<file path="config.mk">
export PLATFORM = sky130hd
export DESIGN_NAME = lru_page_replacement_core
export DESIGN_NICKNAME = d
export VERILOG_FILES = /design/src/rtl/lrupr_pkg.sv /design/src/rtl/lru_page_replacement_core.sv /design/src/rtl/lrupr_cell.sv /design/src/rtl/lrupr_ctrl.sv
export SDC_FILE = /design/constraint.sdc
export NUM_CORES = 1
export LEC_CHECK = 0
export BUFFER_PORTS_ARGS = -buffer_cell sky130_fd_sc_hd__buf_2
export CAP_MARGIN = 20
export CORE_UTILIZATION = 52
export CTS_CLUSTER_SIZE = 25
export DETAILED_ROUTE_END_ITERATION = 8
export PLACE_DENSITY_LB_ADDON = 0.1
export SYNTH_ARGS = -nofsm -noshare
export SYNTH_HDL_FRONTEND = slang
export SYNTH_SLANG_ARGS = --single-unit
export TNS_END_PERCENT = 5
</file>
<file path="constraint.sdc">
create_clock -name clock -period 14.65 [get_ports clock]
set_input_delay 0 -clock clock [delete_from_list [all_inputs] [get_ports clock]]
set_output_delay 0 -clock clock [all_outputs]
set_load 0.05 [all_outputs]
</file>
<file path="src/rtl/lrupr_pkg.sv">
`timescale 1ns / 1ps
package lrupr_pkg;

   localparam int FRAMES    = 8;
   localparam int PAGE_BITS = 16;
   localparam int IDX_W     = (FRAMES > 1) ? $clog2(FRAMES) : 1;
   localparam int RANK_W    = IDX_W;
   localparam int CSR_W     = 4;
   localparam int FAULT_W   = 16;

   localparam logic [RANK_W-1:0]  RANK_MAX    = RANK_W'(FRAMES - 1);
   localparam logic [FAULT_W-1:0] FAULT_MAX   = '1;
   localparam logic [CSR_W-1:0]   COUNT_RESET = CSR_W'(FRAMES);

   // running search result handed from cell to cell
   typedef struct packed {
      logic                 hit;
      logic [IDX_W-1:0]     hit_slot;
      logic [RANK_W-1:0]    hit_rank;
      logic                 empty;
      logic [IDX_W-1:0]     empty_slot;
      logic                 vic_valid;
      logic [IDX_W-1:0]     vic_slot;
      logic [RANK_W-1:0]    vic_rank;
      logic [PAGE_BITS-1:0] vic_page;
   } carry_type;

   localparam carry_type CARRY_INIT = '0;

   // decision broadcast to every cell
   typedef struct packed {
      logic                 en;
      logic [IDX_W-1:0]     slot;
      logic                 fill;
      logic [PAGE_BITS-1:0] page;
      logic [RANK_W-1:0]    limit;
      logic                 age_all;
      logic                 clear;
   } update_type;

   typedef enum logic [1:0] {
      ST_IDLE,
      ST_SCAN,
      ST_UPDATE
   } state_type;

endpackage

</file>
<file path="src/rtl/lru_page_replacement_core.sv">
`timescale 1ns / 1ps
// a new reference is taken only in the idle state, once the previous one has been updated
// the search walks one cell per cycle over the frames in use; busy stays high through the update
// results are shown for exactly one cycle; the receiver cannot stall them
// reset (synchronous, active high): all frames invalid, ranks and fault count zero,
// frame count 8; no clearing pass, the block takes references on the next cycle
module lru_page_replacement_core (
   input  logic        clock,
   input  logic        reset,
   input  logic        start,
   output logic        busy,
   input  logic [15:0] req_page,
   input  logic        req_end_of_string,
   input  logic        csr_we,
   input  logic [3:0]  csr_wdata,
   output logic        rsp_valid,
   output logic        rsp_hit,
   output logic [2:0]  rsp_frame_index,
   output logic        rsp_evicted_valid,
   output logic [15:0] rsp_evicted_page,
   output logic [15:0] rsp_fault_total
);

   // carry chain: cell i registers the search result over frames 0..i
   lrupr_pkg::carry_type             carry [lrupr_pkg::FRAMES];
   lrupr_pkg::carry_type             tail;
   lrupr_pkg::update_type            upd;
   logic [lrupr_pkg::CSR_W-1:0]      used_n;
   logic [lrupr_pkg::FRAMES-1:0]     in_use;

   // the last frame in use holds the finished search
   assign tail = carry[lrupr_pkg::IDX_W'(used_n - 1'b1)];

   genvar gi;
   generate
      for (gi = 0; gi < lrupr_pkg::FRAMES; gi++) begin : g_cell
         // frames beyond the count pass the carry; only a clear changes their contents
         assign in_use[gi] = (lrupr_pkg::CSR_W'(gi) < used_n);

         if (gi == 0) begin : g_head
            lrupr_cell u_cell (
               .clock     (clock),
               .reset     (reset),
               .cell_idx  (lrupr_pkg::IDX_W'(gi)),
               .in_use    (in_use[gi]),
               .carry_in  (lrupr_pkg::CARRY_INIT),
               .carry_out (carry[gi]),
               .upd       (upd)
            );
         end else begin : g_body
            lrupr_cell u_cell (
               .clock     (clock),
               .reset     (reset),
               .cell_idx  (lrupr_pkg::IDX_W'(gi)),
               .in_use    (in_use[gi]),
               .carry_in  (carry[gi-1]),
               .carry_out (carry[gi]),
               .upd       (upd)
            );
         end
      end
   endgenerate

   // sequencer: holds the beat, counts the scan, broadcasts the decision
   lrupr_ctrl u_ctrl (
      .clock             (clock),
      .reset             (reset),
      .start             (start),
      .busy              (busy),
      .req_page          (req_page),
      .req_end_of_string (req_end_of_string),
      .csr_we            (csr_we),
      .csr_wdata         (csr_wdata),
      .tail              (tail),
      .used_n            (used_n),
      .upd               (upd),
      .rsp_valid         (rsp_valid),
      .rsp_hit           (rsp_hit),
      .rsp_frame_index   (rsp_frame_index),
      .rsp_evicted_valid (rsp_evicted_valid),
      .rsp_evicted_page  (rsp_evicted_page),
      .rsp_fault_total   (rsp_fault_total)
   );

endmodule

</file>
<file path="src/rtl/lrupr_cell.sv">
`timescale 1ns / 1ps
module lrupr_cell (
   input  logic                               clock,
   input  logic                               reset,
   input  logic [lrupr_pkg::IDX_W-1:0]        cell_idx,
   input  logic                               in_use,
   input  lrupr_pkg::carry_type               carry_in,
   output lrupr_pkg::carry_type               carry_out,
   input  lrupr_pkg::update_type              upd
);

   logic                                 valid_ff, valid_in;
   logic [lrupr_pkg::RANK_W-1:0]         rank_ff, rank_in;
   logic [lrupr_pkg::PAGE_BITS-1:0]      page_ff, page_in;
   lrupr_pkg::carry_type                 carry_ff, carry_in_next;

   // fold this frame into the running search
   always_comb begin
      carry_in_next = carry_in;
      if (in_use) begin
         if (!carry_in.hit && valid_ff && (page_ff == upd.page)) begin
            carry_in_next.hit      = 1'b1;
            carry_in_next.hit_slot = cell_idx;
            carry_in_next.hit_rank = rank_ff;
         end
         if (!carry_in.empty && !valid_ff) begin
            carry_in_next.empty      = 1'b1;
            carry_in_next.empty_slot = cell_idx;
         end
         if (!carry_in.vic_valid || (rank_ff > carry_in.vic_rank)) begin
            carry_in_next.vic_valid = 1'b1;
            carry_in_next.vic_slot  = cell_idx;
            carry_in_next.vic_rank  = rank_ff;
            carry_in_next.vic_page  = page_ff;
         end
      end
   end

   // apply the broadcast decision
   always_comb begin
      valid_in = valid_ff;
      rank_in  = rank_ff;
      page_in  = page_ff;
      if (upd.en && in_use) begin
         if (cell_idx == upd.slot) begin
            rank_in = '0;
            if (upd.fill) begin
               valid_in = 1'b1;
               page_in  = upd.page;
            end
         end else if (valid_ff && (upd.age_all || (rank_ff < upd.limit))
                      && (rank_ff != lrupr_pkg::RANK_MAX)) begin
            rank_in = rank_ff + 1'b1;
         end
      end
      if (upd.en && upd.clear) begin
         valid_in = 1'b0;
         rank_in  = '0;
      end
   end

   always_ff @(posedge clock) begin
      if (reset) begin
         valid_ff <= 1'b0;
         rank_ff  <= '0;
      end else begin
         valid_ff <= valid_in;
         rank_ff  <= rank_in;
      end
      page_ff  <= page_in;
      carry_ff <= carry_in_next;
   end

   assign carry_out = carry_ff;

endmodule

</file>
<file path="src/rtl/lrupr_ctrl.sv">
`timescale 1ns / 1ps
module lrupr_ctrl (
   input  logic                                 clock,
   input  logic                                 reset,
   input  logic                                 start,
   output logic                                 busy,
   input  logic [lrupr_pkg::PAGE_BITS-1:0]      req_page,
   input  logic                                 req_end_of_string,
   input  logic                                 csr_we,
   input  logic [lrupr_pkg::CSR_W-1:0]          csr_wdata,
   input  lrupr_pkg::carry_type                 tail,
   output logic [lrupr_pkg::CSR_W-1:0]          used_n,
   output lrupr_pkg::update_type                upd,
   output logic                                 rsp_valid,
   output logic                                 rsp_hit,
   output logic [2:0]                           rsp_frame_index,
   output logic                                 rsp_evicted_valid,
   output logic [15:0]                          rsp_evicted_page,
   output logic [15:0]                          rsp_fault_total
);

   lrupr_pkg::state_type                state_ff, state_in;
   logic [lrupr_pkg::IDX_W-1:0]         cnt_ff, cnt_in;
   logic [lrupr_pkg::PAGE_BITS-1:0]     page_ff, page_in;
   logic                                last_ff, last_in;
   logic [lrupr_pkg::CSR_W-1:0]         count_ff;
   logic [lrupr_pkg::FAULT_W-1:0]       fault_ff, fault_in, fault_next;
   logic                                rsp_valid_ff, rsp_valid_in;
   logic                                rsp_hit_ff, rsp_hit_in;
   logic [lrupr_pkg::IDX_W-1:0]         rsp_idx_ff, rsp_idx_in;
   logic                                rsp_ev_ff, rsp_ev_in;
   logic [lrupr_pkg::PAGE_BITS-1:0]     rsp_evp_ff, rsp_evp_in;
   logic [lrupr_pkg::FAULT_W-1:0]       rsp_flt_ff, rsp_flt_in;
   logic [lrupr_pkg::IDX_W-1:0]         last_idx;
   logic                                evict;

   // frames in use, clamped to 1..FRAMES
   always_comb begin
      if (count_ff == '0) begin
         used_n = lrupr_pkg::CSR_W'(1);
      end else if (count_ff > lrupr_pkg::CSR_W'(lrupr_pkg::FRAMES)) begin
         used_n = lrupr_pkg::CSR_W'(lrupr_pkg::FRAMES);
      end else begin
         used_n = count_ff;
      end
   end

   assign last_idx = lrupr_pkg::IDX_W'(used_n - 1'b1);

   // decision from the search result at the tail of the chain
   always_comb begin
      upd.en    = 1'b0;
      upd.page  = page_ff;
      upd.clear = last_ff;
      evict     = 1'b0;
      if (tail.hit) begin
         upd.slot    = tail.hit_slot;
         upd.fill    = 1'b0;
         upd.limit   = tail.hit_rank;
         upd.age_all = 1'b0;
      end else begin
         upd.fill    = 1'b1;
         upd.limit   = '0;
         upd.age_all = 1'b1;
         if (tail.empty) begin
            upd.slot = tail.empty_slot;
         end else begin
            upd.slot = tail.vic_slot;
            evict    = 1'b1;
         end
      end
      if (!tail.hit && (fault_ff != lrupr_pkg::FAULT_MAX)) begin
         fault_next = fault_ff + 1'b1;
      end else begin
         fault_next = fault_ff;
      end

      state_in     = state_ff;
      cnt_in       = cnt_ff;
      page_in      = page_ff;
      last_in      = last_ff;
      fault_in     = fault_ff;
      rsp_valid_in = 1'b0;
      rsp_hit_in   = rsp_hit_ff;
      rsp_idx_in   = rsp_idx_ff;
      rsp_ev_in    = rsp_ev_ff;
      rsp_evp_in   = rsp_evp_ff;
      rsp_flt_in   = rsp_flt_ff;

      case (state_ff)
         lrupr_pkg::ST_IDLE: begin
            if (start) begin
               page_in  = req_page;
               last_in  = req_end_of_string;
               cnt_in   = '0;
               state_in = lrupr_pkg::ST_SCAN;
            end
         end
         lrupr_pkg::ST_SCAN: begin
            cnt_in = cnt_ff + 1'b1;
            if (cnt_ff == last_idx) begin
               state_in = lrupr_pkg::ST_UPDATE;
            end
         end
         lrupr_pkg::ST_UPDATE: begin
            upd.en       = 1'b1;
            rsp_valid_in = 1'b1;
            rsp_hit_in   = tail.hit;
            rsp_idx_in   = upd.slot;
            rsp_ev_in    = evict;
            rsp_evp_in   = evict ? tail.vic_page : '0;
            // fault count after this beat, taken before an end-of-string clear
            rsp_flt_in   = fault_next;
            fault_in     = last_ff ? '0 : fault_next;
            state_in     = lrupr_pkg::ST_IDLE;
         end
         default: begin
            state_in = lrupr_pkg::ST_IDLE;
         end
      endcase
   end

   always_ff @(posedge clock) begin
      if (reset) begin
         state_ff     <= lrupr_pkg::ST_IDLE;
         count_ff     <= lrupr_pkg::COUNT_RESET;
         fault_ff     <= '0;
         rsp_valid_ff <= 1'b0;
      end else begin
         state_ff     <= state_in;
         fault_ff     <= fault_in;
         rsp_valid_ff <= rsp_valid_in;
         if (csr_we) begin
            count_ff <= csr_wdata;
         end
      end
      cnt_ff     <= cnt_in;
      page_ff    <= page_in;
      last_ff    <= last_in;
      rsp_hit_ff <= rsp_hit_in;
      rsp_idx_ff <= rsp_idx_in;
      rsp_ev_ff  <= rsp_ev_in;
      rsp_evp_ff <= rsp_evp_in;
      rsp_flt_ff <= rsp_flt_in;
   end

   assign busy              = (state_ff != lrupr_pkg::ST_IDLE);
   assign rsp_valid         = rsp_valid_ff;
   assign rsp_hit           = rsp_hit_ff;
   assign rsp_frame_index   = 3'(rsp_idx_ff);
   assign rsp_evicted_valid = rsp_ev_ff;
   assign rsp_evicted_page  = 16'(rsp_evp_ff);
   assign rsp_fault_total   = 16'(rsp_flt_ff);

endmodule
</file>
# Word level (Yosys, flattened, before mapping)
# Cells that the tools add are included.
[word_totals] ff_bits=512 inputBits=25 out_inout_bits=39
[classes] add_sub_neg=11 magnitude_cmp=25 eq_ne=29 muxes=65 n_bitwise=1 reduce_logical=126
[op_table] operator="34-bit two-way mux" count=9
[op_table] operator="23-bit two-way mux" count=8
[op_table] operator="16-bit equality test" count=8
[op_table] operator="34-bit binary-select mux with 3-bit select" count=1
[op_table] operator="7-bit two-way mux" count=8
[op_table] operator="3-bit two-way mux" count=18
[op_table] operator="1-bit logical AND" count=48
[op_table] operator="4-bit two-way mux" count=12
[op_table] operator="16-bit two-way mux" count=2
[op_table] operator="1-bit zero test" count=29
[op_table] operator="3-bit by 1-bit adder with 3-bit output (second input constant)" count=9
[op_table] operator="3-bit less-than comparator" count=8
[op_table] operator="3-bit != test (second input constant)" count=8
[op_table] operator="2-bit AND reduction" count=12
[op_table] operator="3-bit AND reduction" count=8
[op_table] operator="3-bit > comparator" count=7
[op_table] operator="2-bit nonzero test" count=10
[op_table] operator="16-bit by 1-bit adder with 16-bit output (second input constant)" count=1
[op_table] operator="3-bit by 4-bit less-than comparator with 1-bit output (first input constant)" count=4
[op_table] operator="16-bit != test (second input constant)" count=1
[op_table] operator="1-bit logical OR" count=15
[op_table] operator="3-bit equality test (first input constant)" count=4
[op_table] operator="1-bit by 4-bit less-than comparator with 1-bit output (first input constant)" count=2
[op_table] operator="2-bit by 4-bit less-than comparator with 1-bit output (first input constant)" count=2
[op_table] operator="other kinds (19)" count=23

# Longest topological paths before layout
# Gate-level depths: netlist (run 1).
[depth] depth_word=15 mapped_depth=22 mapped_depth_nobuf=16

# Modules after synthesis
# A second synthesis (run 1) with hierarchy kept.
[hier_totals] cells_unflattened=1923 area_unflattened_um2=23187.2
[by_module_without_submodules] module="lrupr_cell" n_inst=8 cells_each=158 area_per_inst_um2=2129.5
[by_module_without_submodules] module="lrupr_ctrl" n_inst=1 cells_each=291 area_per_inst_um2=3479.6
[by_module_without_submodules] module="lru_page_replacement_core" n_inst=1 cells_each=368 area_per_inst_um2=2671.3

# Least setup slack after synthesis (run 1)
# OpenSTA, ideal clock, no wires.
[synth_path] kind="register to register" startpoint="register u_ctrl.count_ff[1] (netlist bit)" endpoint="register g_cell[7].g_body.u_cell.page_ff[0] (netlist bit), enable pin" arrival_time_ps=5031 required_ps=14216 path_slack_ps=9185 path_stages_with_launch=16 n_path_buf=6 synth_period_minus_slack_ps=5465 path_cell_list="dfxtp_1 > o21ba_2 > nor2_8 > inv_4 > buf_6 > clkbuf_1 > clkbuf_1 > ha_1 > ha_1 > buf_2 > mux4_2 > mux2i_4 > inv_2 > buf_2 > buf_2 > nor4_1"
[synth_rtl] element="from (decl)" line_no="lrupr_ctrl.sv:26" text="logic [lrupr_pkg::CSR_W-1:0] count_ff;"
[synth_rtl] element="from (signal assigned)" line_no="lrupr_ctrl.sv:126" text="count_ff <= lrupr_pkg::COUNT_RESET;"
[synth_rtl] element="from (signal assigned)" line_no="lrupr_ctrl.sv:134" text="count_ff <= csr_wdata;"
[synth_rtl] element="to (signal assigned)" line_no="lrupr_cell.sv:70" text="page_ff <= page_in;"
[synth_rtl] element="to (decl)" line_no="lrupr_cell.sv:14" text="logic [lrupr_pkg::PAGE_BITS-1:0] page_ff, page_in;"

==> results of run 1 <==
flip-flops by register name, summed over array words and instances (netlist names), 4 cells and up:
name,cells
g_cell.g_body.u_cell.carry_out,222
g_cell.g_body.u_cell.page_ff,112
g_cell.g_head.u_cell.carry_out,25
g_cell.g_body.u_cell.rank_ff,21
g_cell.g_head.u_cell.page_ff,16
u_ctrl.fault_ff,16
u_ctrl.page_ff,16
u_ctrl.rsp_evicted_page,16
u_ctrl.rsp_fault_total,16
g_cell.g_body.u_cell.valid_ff,7
u_ctrl.count_ff,4
cells in the final DEF, fill, tap and decap left out, types with 44 or more instances in the layout:
master and instances:
dfxtp_1 302, edfxtp_1 185, mux2_2 143, xnor2_1 104
nand2_1 97, buf_2 63, ha_1 57, clkbuf_16 52
a21oi_1 50, mux4_2 47, xor2_1 44
final cells by class:
cell class / instances / share of cell area
clock inverter: 16 / 0.00775
timing repair buffer: 136 / 0.0404
sequential: 487 / 0.492
inverter: 42 / 0.00679
clock buffer: 77 / 0.0647
multi-input combinational: 1004 / 0.361
tap: 518 / 0.0275
what timing repair did:
| item | CTS | global route |
|---|---|---|
| endpoints found under the hold margin | 41 | 0 |
| setup endpoints to repair | 0 | 0 |
| setup buffers | 0 | 0 |
| hold buffers | 31 | 0 |
layer usage:
layer	vias up	global-route usage	routed length [um]
met4	0	0.0660	1090
met5	-	0	0
met2	411	0.415	23900
met1	6265	0.360	23000
li1	6077	-	-
met3	73	0.0482	3180
power breakdown:
part           internal, mW  switching (mW)
Clock                 0.786           0.529
Combinational        0.0928           0.116
Sequential             1.44          0.0258
Total                  2.32           0.670
critical path, cell delays in order (launching register included):
cell and delay, ns:
dfxtp_1 0.41, o21ba_2 0.30, nor2_8 0.08, buf_4 0.49, inv_4 0.36, ha_1 0.35, ha_1 0.51, mux4_2 0.39
mux2i_4 0.60, inv_2 0.50, mux2_4 0.46, nand2b_4 0.22, nor4_4 0.92
kinds of logic (layout without fill, tap and decap cells):
kind of cell,after synthesis,in the layout,synth area share
AO/OA/AOI/OAI,197,197,0.0664
XOR/XNOR,148,148,0.0632
adder cells (fa/ha/maj),58,58,0.0354
buffers and inverters,114,271,0.0226
flip-flops,487,487,0.566
multiplexers,211,211,0.142
AND/OR/NAND/NOR,390,390,0.105
how the worst max path moves through the flow:
stage               cells past startpoint  slack [ns]                             endpoint               start
detailed placement                     12        8.56  g_cell[6].g_body.u_cell.page_ff[10]  u_ctrl.count_ff[2]
floorplan                              15        9.19   g_cell[7].g_body.u_cell.page_ff[0]  u_ctrl.count_ff[1]
finish                                 12        8.59  g_cell[2].g_body.u_cell.page_ff[11]  u_ctrl.count_ff[2]
global placement                       12        8.71  g_cell[6].g_body.u_cell.page_ff[14]  u_ctrl.count_ff[2]
global route                           17        8.22   g_cell[6].g_body.u_cell.rank_ff[1]  u_ctrl.count_ff[2]
CTS                                    12        8.55  g_cell[6].g_body.u_cell.page_ff[14]  u_ctrl.count_ff[2]
per-stage QoR:
stage               hold WS [ns]  power, mW  std cells  worst slack (ns)  utilization
global placement           0.177       1.70       2154              8.71        0.556
detailed placement         0.178       1.70       2155              8.56        0.556
floorplan                 0.0915       1.63       1605              9.19            -
CTS                       0.0943       3.01       2279              8.55        0.608
global route               0.109       3.09       2280              8.22        0.609
finish                     0.126       2.99       2280              8.59        0.609
cell usage after synthesis (all sizes together), types with 11 or more instances:
| master | count | area [um^2] |
|---|---|---|
| nor2 | 40 | 169 |
| xnor2 | 104 | 911 |
| ha | 58 | 726 |
| o22ai | 11 | 68.8 |
| nand2b | 20 | 133 |
| mux2 | 147 | 1660 |
| clkbuf | 48 | 180 |
| nor4 | 22 | 169 |
| nor3 | 29 | 150 |
| edfxtp | 185 | 5560 |
| dfxtp | 302 | 6050 |
| buf | 24 | 124 |
| o21a | 18 | 135 |
| mux4 | 47 | 1060 |
| o21ai | 45 | 233 |
| xor2 | 44 | 385 |
| nand2 | 98 | 370 |
| nor2b | 28 | 175 |
| nand3 | 31 | 155 |
| or2 | 36 | 225 |
| a21oi | 58 | 302 |
| inv | 41 | 156 |
| nand4 | 22 | 138 |
| and2 | 22 | 138 |
| mux2i | 17 | 183 |
==> impl_metrics.prom, run 1 <==
# TYPE chip_impl_metric gauge
chip_impl_metric{name="synth.cell_area",unit="mm^2"} 0.0205
chip_impl_info{name="r2r-end",value="g_cell[2].g_body.u_cell.page_ff[11]"} 1
chip_impl_metric{name="register_area",unit="mm^2"} 0.0116
chip_impl_metric{name="post_cts_resized",unit=""} 0
chip_impl_metric{name="route.vias.total",unit=""} 12826
chip_impl_metric{name="synth_enable_flop_cells",unit=""} 185
chip_impl_metric{name="worst-endpoint-arrival",unit="ns"} 6.26
chip_impl_metric{name="synth.yosys.warnings",unit=""} 0
chip_impl_metric{name="clock_sink_count",unit=""} 487
chip_impl_metric{name="finalSetupViolations",unit=""} 0
chip_impl_metric{name="grt_max_degree",unit=""} 41
chip_impl_metric{name="timing_worst_slew_pin_value",unit="ns"} 1.16
chip_impl_metric{name="maxSlewHeadroom",unit=""} 0.220
chip_impl_info{name="clock-root-buffer",value="clkbuf_16"} 1
chip_impl_metric{name="drt-wirelength-per-cell",unit="um"} 22.4
chip_impl_metric{name="antenna_found_initial",unit=""} 0
chip_impl_metric{name="largest_vdd_supply_drop",unit="mV"} 0.0994
chip_impl_metric{name="placement.io_buffers",unit=""} 63
chip_impl_metric{name="globalRoute.totalOverflow",unit=""} 0
chip_impl_metric{name="synth_async_sr_flop_share",unit=""} 0
chip_impl_metric{name="post_drt_via_cell_ratio",unit=""} 5.63
chip_impl_metric{name="worst-r2r-cell-count",unit=""} 12
chip_impl_metric{name="gp_routability_congestion",unit=""} 0.899
chip_impl_metric{name="wl",unit="um"} 51200
chip_impl_metric{name="num_rows",unit=""} 72
chip_impl_metric{name="yosys_register_bits",unit=""} 487
chip_impl_metric{name="clkLatencyLatePin",unit="ns"} 0.59
chip_impl_info{name="crit-reg2reg-launch",value="u_ctrl.count_ff[2]"} 1
chip_impl_metric{name="reg2reg_setup_slack",unit="ns"} 8.59
chip_impl_metric{name="final.setup.tns",unit="ns"} 0
chip_impl_metric{name="static-leakage-power",unit="nW"} 8.85
chip_impl_metric{name="final_antenna_net_count",unit=""} 0
chip_impl_metric{name="synth_seq_area_share",unit=""} 0.566
chip_impl_metric{name="drv_slew",unit=""} 0
chip_impl_info{name="worst-setup-path-type",value="reg -> reg"} 1
chip_impl_metric{name="netlist-cell-type-count",unit=""} 85
chip_impl_metric{name="final_cell_area",unit="mm^2"} 0.0236
chip_impl_info{name="start_kind",value="flip-flop"} 1
chip_impl_info{name="clock_tree_from_tritoncts",value="yes"} 1
chip_impl_metric{name="fillers",unit=""} 3116
chip_impl_info{name="rsz0062_at_grt",value="false"} 1
chip_impl_metric{name="die_w",unit="um"} 201
chip_impl_metric{name="fin_crit_sh",unit=""} 0.414
chip_impl_metric{name="postSynthCellCount",unit=""} 1605
chip_impl_metric{name="clock_path_buffers",unit=""} 3
chip_impl_metric{name="syn2layout_area_growth",unit="%"} 15.0
chip_impl_metric{name="post_dp_hpwl",unit="um"} 36500
chip_impl_metric{name="final_period_minus_worst_setup_slack",unit="ns"} 6.06
chip_impl_metric{name="drtPass1Iterations",unit=""} 5
chip_impl_metric{name="mappedNetlistNets",unit=""} 1688
chip_impl_info{name="hold_class",value="in -> reg"} 1
chip_impl_info{name="hold_path.startpoint",value="req_page[3]"} 1
chip_impl_metric{name="fmax",unit="MHz"} 165
chip_impl_metric{name="total_routing_usage_gr",unit=""} 0.258
chip_impl_metric{name="drt_first_iter_violations",unit=""} 921
chip_impl_metric{name="effective_utilization_at_floorplan",unit=""} 0.529
chip_impl_metric{name="placed_area",unit="mm^2"} 0.0216
chip_impl_info{name="end_kind",value="flip-flop"} 1
chip_impl_info{name="run_status",value="completed"} 1
chip_impl_metric{name="die_area",unit="mm^2"} 0.0402
chip_impl_metric{name="total_area_of_multi_input_combinational_cells",unit="mm^2"} 0.00851
chip_impl_metric{name="critical_path_required",unit="ns"} 14.85
chip_impl_metric{name="die_height",unit="um"} 201
chip_impl_metric{name="cp_max_fo",unit=""} 30
chip_impl_metric{name="ios",unit=""} 64
chip_impl_metric{name="first_global_vias",unit=""} 12926
chip_impl_metric{name="final.setup_skew",unit="ns"} 0.0172
chip_impl_info{name="whs_endpoint",value="u_ctrl.page_ff[3]"} 1
chip_impl_metric{name="report.final.hold_viol_count",unit=""} 0
chip_impl_metric{name="path_clk_slew",unit="ns"} 0.06
chip_impl_metric{name="grt_pass1_wl",unit="um"} 78500
chip_impl_metric{name="coreArea",unit="mm^2"} 0.0387
chip_impl_metric{name="remaining_drc_errors",unit=""} 0
chip_impl_metric{name="syn_avg_cell_area",unit="um^2"} 12.8
chip_impl_metric{name="diodes",unit=""} 0
chip_impl_info{name="dominantRegCellSynth",value="dfxtp_1"} 1
chip_impl_metric{name="share_of_cells_above_drive_strength_1",unit=""} 0.257
chip_impl_metric{name="final_net_count",unit=""} 1805
chip_impl_metric{name="worst_hold_path.num_cells",unit=""} 2
chip_impl_metric{name="power_per_cell_area",unit="mW/mm^2"} 127
chip_impl_metric{name="cts_buffers",unit=""} 51
chip_impl_metric{name="max-cap-violations",unit=""} 0
chip_impl_metric{name="cts_htree_levels",unit=""} 2
(Power assumes the default switching activity.)
==> run 2: changes to the inputs <==
clock period = 6.1 ns   (was 14.65 ns; I/O delays follow)
==> run 2 against run 1 <==
  * Global-route usage is 0.41 points higher
  * Clock skew is 0.0010 ns lower
  * Via count is 1.1% higher
  * Sequential cell count stayed put
  * Worst setup slack worse by 7.6 ns
  * First-iteration DRC count is 9.4% lower
  * Critical path depth is 4 higher
  * Sequential share of layout area hardly changed
==> impl_metrics.prom, run 2 (synthesis gave the netlist of run 1 again) <==
# TYPE chip_impl_metric gauge
chip_impl_metric{name="clock_sink_count",unit=""} 487
chip_impl_metric{name="fmax",unit="MHz"} 197
chip_impl_metric{name="max-cap-violations",unit=""} 0
chip_impl_metric{name="static-leakage-power",unit="nW"} 8.86
chip_impl_info{name="worst_path_max_delay_cell",value="ha_1"} 1
chip_impl_metric{name="drt-wirelength-per-cell",unit="um"} 22.7
chip_impl_metric{name="drt_first_iter_violations",unit=""} 834
chip_impl_metric{name="route.vias.total",unit=""} 12963
chip_impl_metric{name="finalSetupViolations",unit=""} 0
chip_impl_metric{name="clock_path_buffers",unit=""} 3
chip_impl_metric{name="power_switching_share",unit=""} 0.231
chip_impl_metric{name="drtPass1Iterations",unit=""} 7
chip_impl_metric{name="sequential_cell_fraction_of_total_power",unit=""} 0.499
chip_impl_metric{name="power_report.internal_total",unit="mW"} 5.46
chip_impl_metric{name="num_rows",unit=""} 72
chip_impl_metric{name="grt_max_degree",unit=""} 30
chip_impl_metric{name="report.final.hold_viol_count",unit=""} 0
chip_impl_metric{name="cts_buffers",unit=""} 51
chip_impl_metric{name="largest_vdd_supply_drop",unit="mV"} 0.268
chip_impl_metric{name="fin_crit_sh",unit=""} 0.833
chip_impl_metric{name="largest_register_ff_count",unit=""} 222
chip_impl_metric{name="wl",unit="um"} 51900
chip_impl_metric{name="first_global_vias",unit=""} 13181
chip_impl_metric{name="post-place-cells",unit=""} 2157
chip_impl_metric{name="power_switching",unit="mW"} 1.64
chip_impl_metric{name="final.setup.tns",unit="ns"} 0
chip_impl_info{name="clock-root-buffer",value="clkbuf_16"} 1
chip_impl_metric{name="share_of_cells_above_drive_strength_1",unit=""} 0.258
chip_impl_metric{name="grt_pass1_wl",unit="um"} 79700
chip_impl_metric{name="final.setup_skew",unit="ns"} 0.0162
chip_impl_metric{name="power_per_cell_area",unit="mW/mm^2"} 301
chip_impl_info{name="start_kind",value="flip-flop"} 1
chip_impl_metric{name="path_clk_slew",unit="ns"} 0.06
chip_impl_metric{name="post_dp_hpwl",unit="um"} 37300
chip_impl_info{name="critPathMostFrequentCell",value="ha_1"} 1
chip_impl_metric{name="post_drt_via_cell_ratio",unit=""} 5.67
chip_impl_metric{name="total_power",unit="mW"} 7.10
chip_impl_metric{name="hold_slack",unit="ns"} 0.106
chip_impl_metric{name="drv_slew",unit=""} 0
chip_impl_metric{name="clkLatencyLatePin",unit="ns"} 0.60
chip_impl_metric{name="timing_worst_slew_pin_value",unit="ns"} 1.07
chip_impl_metric{name="antenna_found_initial",unit=""} 1
chip_impl_metric{name="die_w",unit="um"} 201
chip_impl_info{name="rsz0062_at_grt",value="false"} 1
chip_impl_metric{name="globalRoute.totalOverflow",unit=""} 0
chip_impl_metric{name="effective_utilization_at_floorplan",unit=""} 0.529
chip_impl_metric{name="worst-endpoint-arrival",unit="ns"} 5.56
chip_impl_metric{name="final_net_count",unit=""} 1809
chip_impl_metric{name="combinationalPowerShare",unit=""} 0.070
chip_impl_metric{name="ios",unit=""} 64
chip_impl_info{name="leading_cell_types_in_the_layout_fill_and_taps_excluded",value="dfxtp_1, edfxtp_1, mux2_2"} 1
chip_impl_metric{name="coreArea",unit="mm^2"} 0.0387
chip_impl_metric{name="clkPwrFrac",unit=""} 0.431
chip_impl_info{name="end_kind",value="flip-flop"} 1
chip_impl_metric{name="cts_htree_levels",unit=""} 2
chip_impl_metric{name="final_period_minus_worst_setup_slack",unit="ns"} 5.08
chip_impl_metric{name="gp_routability_congestion",unit=""} 0.902
chip_impl_info{name="worstPathCellList",value="buf_4 -> clkinv_1 -> nand2_1 -> ha_1 -> ha_1 -> mux4_2 -> mux2i_4 -> inv_2 -> nand2_1 -> ha_1 -> a21oi_1 -> nor2_1 -> nor4b_1 -> o21ai_0 -> nand4_1 -> o21ai_0"} 1
chip_impl_metric{name="cp_max_fo",unit=""} 24
chip_impl_info{name="clock_tree_from_tritoncts",value="yes"} 1
chip_impl_metric{name="remaining_drc_errors",unit=""} 0
chip_impl_metric{name="layout_cells_excl_fill",unit=""} 2287
chip_impl_metric{name="diodes",unit=""} 0
chip_impl_metric{name="die_area",unit="mm^2"} 0.0402
chip_impl_metric{name="critical_path_required",unit="ns"} 6.58
chip_impl_metric{name="total_routing_usage_gr",unit=""} 0.262
chip_impl_metric{name="crit_path_max_incr_delay",unit="ns"} 0.63
chip_impl_metric{name="reg2reg_setup_slack",unit="ns"} 1.02
chip_impl_metric{name="final_util",unit=""} 0.609
chip_impl_metric{name="maxSlewHeadroom",unit=""} 0.287
chip_impl_info{name="run_status",value="completed"} 1
chip_impl_metric{name="syn2layout_area_growth",unit="%"} 15.1
chip_impl_info{name="worst-setup-path-type",value="reg -> reg"} 1
chip_impl_metric{name="die_height",unit="um"} 201
chip_impl_info{name="hold_class",value="in -> reg"} 1
chip_impl_metric{name="final_antenna_net_count",unit=""} 0
chip_impl_metric{name="placement.io_buffers",unit=""} 63
chip_impl_info{name="mostFrequentLayoutCell",value="dfxtp_1"} 1
## run 2: critical path, delay by kind of cell (launching register included)
family | cells | cell delay, ns
simple gates | 5 | 1.34
fa+ha+maj | 3 | 1.28
buf+inv | 3 | 1.11
compound gates | 3 | 0.46
mux | 2 | 0.45
flops | 1 | 0.31
## run 2: cell type report
| type | count | area, um^2 |
|---|---|---|
| clock inverter | 20 | 163 |
| inverter | 42 | 160 |
| multi-input combinational | 1004 | 8520 |
| clock buffer | 76 | 1510 |
| sequential | 487 | 11600 |
| tap | 518 | 648 |
| fill | 3116 | 15200 |
| timing repair buffer | 140 | 982 |
## run 2: per-stage QoR
step                setup WS (ns)  instance area (um^2)
floorplan                   0.635                 20500
global placement             1.28                 21600
detailed placement           1.12                 21600
CTS                          1.12                 23600
global route                0.684                 23600
finish                       1.02                 23600
## run 2: final timing paths
check                           depth (start not counted)                                    end                             startpoint
worst max-delay path                                   16     g_cell[6].g_body.u_cell.rank_ff[1]                     u_ctrl.count_ff[3]
worst min-delay path                                    2                      u_ctrl.page_ff[4]                            req_page[4]
worst max register to register                         16     g_cell[6].g_body.u_cell.rank_ff[1]                     u_ctrl.count_ff[3]
worst min register to register                          1  g_cell[7].g_body.u_cell.carry_out[31]  g_cell[6].g_body.u_cell.carry_out[31]
## run 2: power groups by stage
stage                     combinational [mW]  clock, mW  sequential (mW)
after floorplan                        0.338          0             3.58
after global placement                 0.468          0             3.61
after detailed placement               0.474          0             3.61
after CTS                              0.494       3.11             3.54
after global routing                   0.530       3.24             3.55
final                                  0.495       3.06             3.54
## run 2: layer usage
layer,global-route usage,vias up,part of all wire
met3,0.0485,75,0.059
met2,0.427,363,0.47
met1,0.357,6438,0.45
met5,0,-,0.00037
li1,-,6085,-
met4,0.0766,2,0.023
## run 2: repair_timing
item / in CTS / in global routing
setup buffers: 0 / 0
gates resized for setup: 0 / 0
hold endpoints to repair: 41 / 0
hold buffers: 32 / 0
==> run 3: changes to the inputs <==
clock period = 4.2 ns   (was 6.1 ns; I/O delays follow)
==> run 3 against run 2 <==
  * Register-to-register slack got worse by 0.63 ns
  * Clock power grew 40%
  * First-iteration DRC count rose by 3.0%
  * Worst setup slack worse by 0.63 ns
  * Critical path depth is 3 lower
  * Combinational power is 48% higher
  * Fmax rose by 33%
  * Clock-buffer cell count is 5 lower
  * Sequential share of layout area barely moved
  * Cell area about the same
  * Critical path type unchanged
  * Critical endpoint is now g_cell[2].g_body.u_cell.page_ff[12]
==> impl_metrics.prom, run 3 (synthesis gave the netlist of run 1 again) <==
# TYPE chip_impl_metric gauge
chip_impl_metric{name="timing_worst_slew_pin_value",unit="ns"} 1.13
chip_impl_metric{name="clkPwrFrac",unit=""} 0.421
chip_impl_metric{name="max-cap-violations",unit=""} 0
chip_impl_metric{name="final.setup_skew",unit="ns"} 0.0195
chip_impl_info{name="timing.critical_path.max_delay_family",value="multiplexers"} 1
chip_impl_metric{name="path_clk_slew",unit="ns"} 0.06
chip_impl_info{name="mostFrequentLayoutCell",value="dfxtp_1"} 1
chip_impl_info{name="critical_path.endpoint",value="g_cell[2].g_body.u_cell.page_ff[12]"} 1
chip_impl_metric{name="globalRoute.totalOverflow",unit=""} 0
chip_impl_info{name="hold_class",value="in -> reg"} 1
chip_impl_metric{name="largest_vdd_supply_drop",unit="mV"} 0.358
chip_impl_metric{name="wl",unit="um"} 51500
chip_impl_metric{name="diodes",unit=""} 0
chip_impl_metric{name="grt_pass1_wl",unit="um"} 78400
chip_impl_metric{name="power_per_cell_area",unit="mW/mm^2"} 430
chip_impl_metric{name="fin_crit_sh",unit=""} 0.908
chip_impl_metric{name="critical_path_required",unit="ns"} 4.47
chip_impl_metric{name="cts_buffers",unit=""} 51
chip_impl_info{name="clock_tree_from_tritoncts",value="yes"} 1
chip_impl_metric{name="worst-endpoint-arrival",unit="ns"} 4.08
chip_impl_metric{name="report.final.hold_viol_count",unit=""} 0
chip_impl_metric{name="fillers",unit=""} 3081
chip_impl_metric{name="post-cts-setup-buffer-count",unit=""} 0
chip_impl_info{name="worst-setup-path-type",value="reg -> reg"} 1
chip_impl_info{name="r2r-end",value="g_cell[2].g_body.u_cell.page_ff[12]"} 1
chip_impl_metric{name="drtPass1Iterations",unit=""} 5
chip_impl_metric{name="die_area",unit="mm^2"} 0.0402
chip_impl_metric{name="worst-r2r-cell-count",unit=""} 13
chip_impl_metric{name="cts_htree_levels",unit=""} 2
chip_impl_metric{name="clock_sink_count",unit=""} 487
chip_impl_metric{name="gp_routability_congestion",unit=""} 0.929
chip_impl_metric{name="finalSetupViolations",unit=""} 0
chip_impl_metric{name="final_net_count",unit=""} 1817
chip_impl_metric{name="syn2layout_area_growth",unit="%"} 15.1
chip_impl_metric{name="route.vias.total",unit=""} 12928
chip_impl_metric{name="final_period_minus_worst_setup_slack",unit="ns"} 3.81
chip_impl_metric{name="num_rows",unit=""} 72
chip_impl_metric{name="final_antenna_net_count",unit=""} 0
chip_impl_info{name="crit-reg2reg-launch",value="u_ctrl.count_ff[1]"} 1
chip_impl_info{name="worst_path_max_delay_cell",value="mux4_2"} 1
chip_impl_metric{name="total_area_of_multi_input_combinational_cells",unit="mm^2"} 0.00857
chip_impl_metric{name="power_report.internal_total",unit="mW"} 7.82
chip_impl_metric{name="cp_max_fo",unit=""} 17
chip_impl_metric{name="post-place-cells",unit=""} 2165
chip_impl_metric{name="ios",unit=""} 64
chip_impl_metric{name="clkLatencyLatePin",unit="ns"} 0.59
chip_impl_info{name="critPathLaunch",value="u_ctrl.count_ff[1]"} 1
chip_impl_metric{name="share_of_cells_above_drive_strength_1",unit=""} 0.262
chip_impl_metric{name="first_global_vias",unit=""} 13091
chip_impl_metric{name="reg2reg_setup_slack",unit="ns"} 0.39
chip_impl_info{name="clock-root-buffer",value="clkbuf_16"} 1
chip_impl_metric{name="remaining_drc_errors",unit=""} 0
chip_impl_info{name="leading_cell_types_in_the_layout_fill_and_taps_excluded",value="dfxtp_1, edfxtp_1, mux2_2"} 1
chip_impl_metric{name="post_drt_via_cell_ratio",unit=""} 5.64
chip_impl_metric{name="layout_cells_excl_fill",unit=""} 2292
chip_impl_metric{name="drt_first_iter_violations",unit=""} 859
chip_impl_metric{name="final_util",unit=""} 0.609
chip_impl_info{name="worstPathCellList",value="o21ba_4 -> nor2_8 -> inv_4 -> ha_4 -> ha_4 -> mux4_2 -> a21oi_2 -> o22ai_1 -> o311a_1 -> mux2_4 -> nand2b_4 -> nor4_4 -> buf_4"} 1
chip_impl_info{name="critPathMostFrequentCell",value="ha_4"} 1
chip_impl_metric{name="worst_hold_path.num_cells",unit=""} 2
chip_impl_metric{name="drt-wirelength-per-cell",unit="um"} 22.5
chip_impl_metric{name="total_routing_usage_gr",unit=""} 0.259
chip_impl_metric{name="effective_utilization_at_floorplan",unit=""} 0.529
chip_impl_metric{name="fmax",unit="MHz"} 262
chip_impl_metric{name="combinationalPowerShare",unit=""} 0.072
chip_impl_metric{name="die_w",unit="um"} 201
chip_impl_metric{name="post_dp_hpwl",unit="um"} 37200
chip_impl_info{name="run_status",value="completed"} 1
chip_impl_metric{name="clock_path_buffers",unit=""} 3
chip_impl_info{name="start_kind",value="flip-flop"} 1
chip_impl_metric{name="crit_path_max_incr_delay",unit="ns"} 0.54
chip_impl_info{name="rsz0062_at_grt",value="false"} 1
chip_impl_metric{name="power_switching_share",unit=""} 0.229
chip_impl_metric{name="maxSlewHeadroom",unit=""} 0.239
chip_impl_metric{name="buffers_plus_inverters_on_the_worst_setup_path",unit=""} 2
chip_impl_metric{name="hold_slack",unit="ns"} 0.122
chip_impl_metric{name="antenna_found_initial",unit=""} 0
chip_impl_metric{name="sequential_cell_fraction_of_total_power",unit=""} 0.507
chip_impl_metric{name="placement.io_buffers",unit=""} 63
chip_impl_info{name="end_kind",value="flip-flop"} 1
chip_impl_metric{name="critical_path_depth",unit=""} 13
chip_impl_metric{name="grt_max_degree",unit=""} 35
chip_impl_metric{name="die_height",unit="um"} 201
chip_impl_metric{name="total_power",unit="mW"} 10.1
chip_impl_metric{name="coreArea",unit="mm^2"} 0.0387
chip_impl_metric{name="largest_register_ff_count",unit=""} 222
chip_impl_metric{name="static-leakage-power",unit="nW"} 8.84
chip_impl_metric{name="power_switching",unit="mW"} 2.33
chip_impl_metric{name="register_area",unit="mm^2"} 0.0116
chip_impl_metric{name="drv_slew",unit=""} 0
-- run 3: metrics by stage --
step	TNS [ns]	setup slack [ns]	cell area [um^2]
after floorplan	-1.49	-0.0527	20600
after global placement	0	0.306	21700
final	0	0.388	23600
after detailed placement	0	0.269	21700
after CTS	0	0.255	23600
after global routing	0	0.163	23600
-- run 3: metal layers --
layer | vias up | share of wire | GRT usage
li1 | 6104 | - | -
met1 | 6346 | 0.44 | 0.346
met2 | 398 | 0.47 | 0.423
met3 | 80 | 0.070 | 0.0604
met4 | 0 | 0.022 | 0.0692
met5 | - | 0 | 0
-- run 3: how the worst min path moves through the flow --
stage	start	endpoint	slack [ns]
after floorplan	reset	u_ctrl.state_ff[0]	0.09
after global placement	req_page[1]	u_ctrl.page_ff[1]	0.18
after detailed placement	req_page[14]	u_ctrl.page_ff[14]	0.18
after CTS	req_page[3]	u_ctrl.page_ff[3]	0.1
after global routing	req_page[1]	u_ctrl.page_ff[1]	0.10
final	req_page[0]	u_ctrl.page_ff[0]	0.12
-- run 3: timing repair --
item                                    in CTS  in global routing
endpoints found under the setup margin       0                 23
hold endpoints to repair                    42                  0
gates resized for setup                      0                  1
hold buffers                                32                  0
-- run 3: area by class of cell --
class / instances / area share
multi-input combinational: 1004 / 0.363
clock inverter: 22 / 0.00700
timing repair buffer: 148 / 0.0447
clock buffer: 71 / 0.0594
tap: 518 / 0.0275
sequential: 487 / 0.492
inverter: 42 / 0.00679
-- run 3: power by group through the flow --
stage | logic (mW) | clock network (mW) | registers [mW]
3_3_place_gp | 0.692 | 0 | 5.24
6_report | 0.735 | 4.27 | 5.14
3_5_place_dp | 0.699 | 0 | 5.25
2_1_floorplan | 0.506 | 0 | 5.20
4_1_cts | 0.729 | 4.33 | 5.14
5_1_grt | 0.782 | 4.52 | 5.16
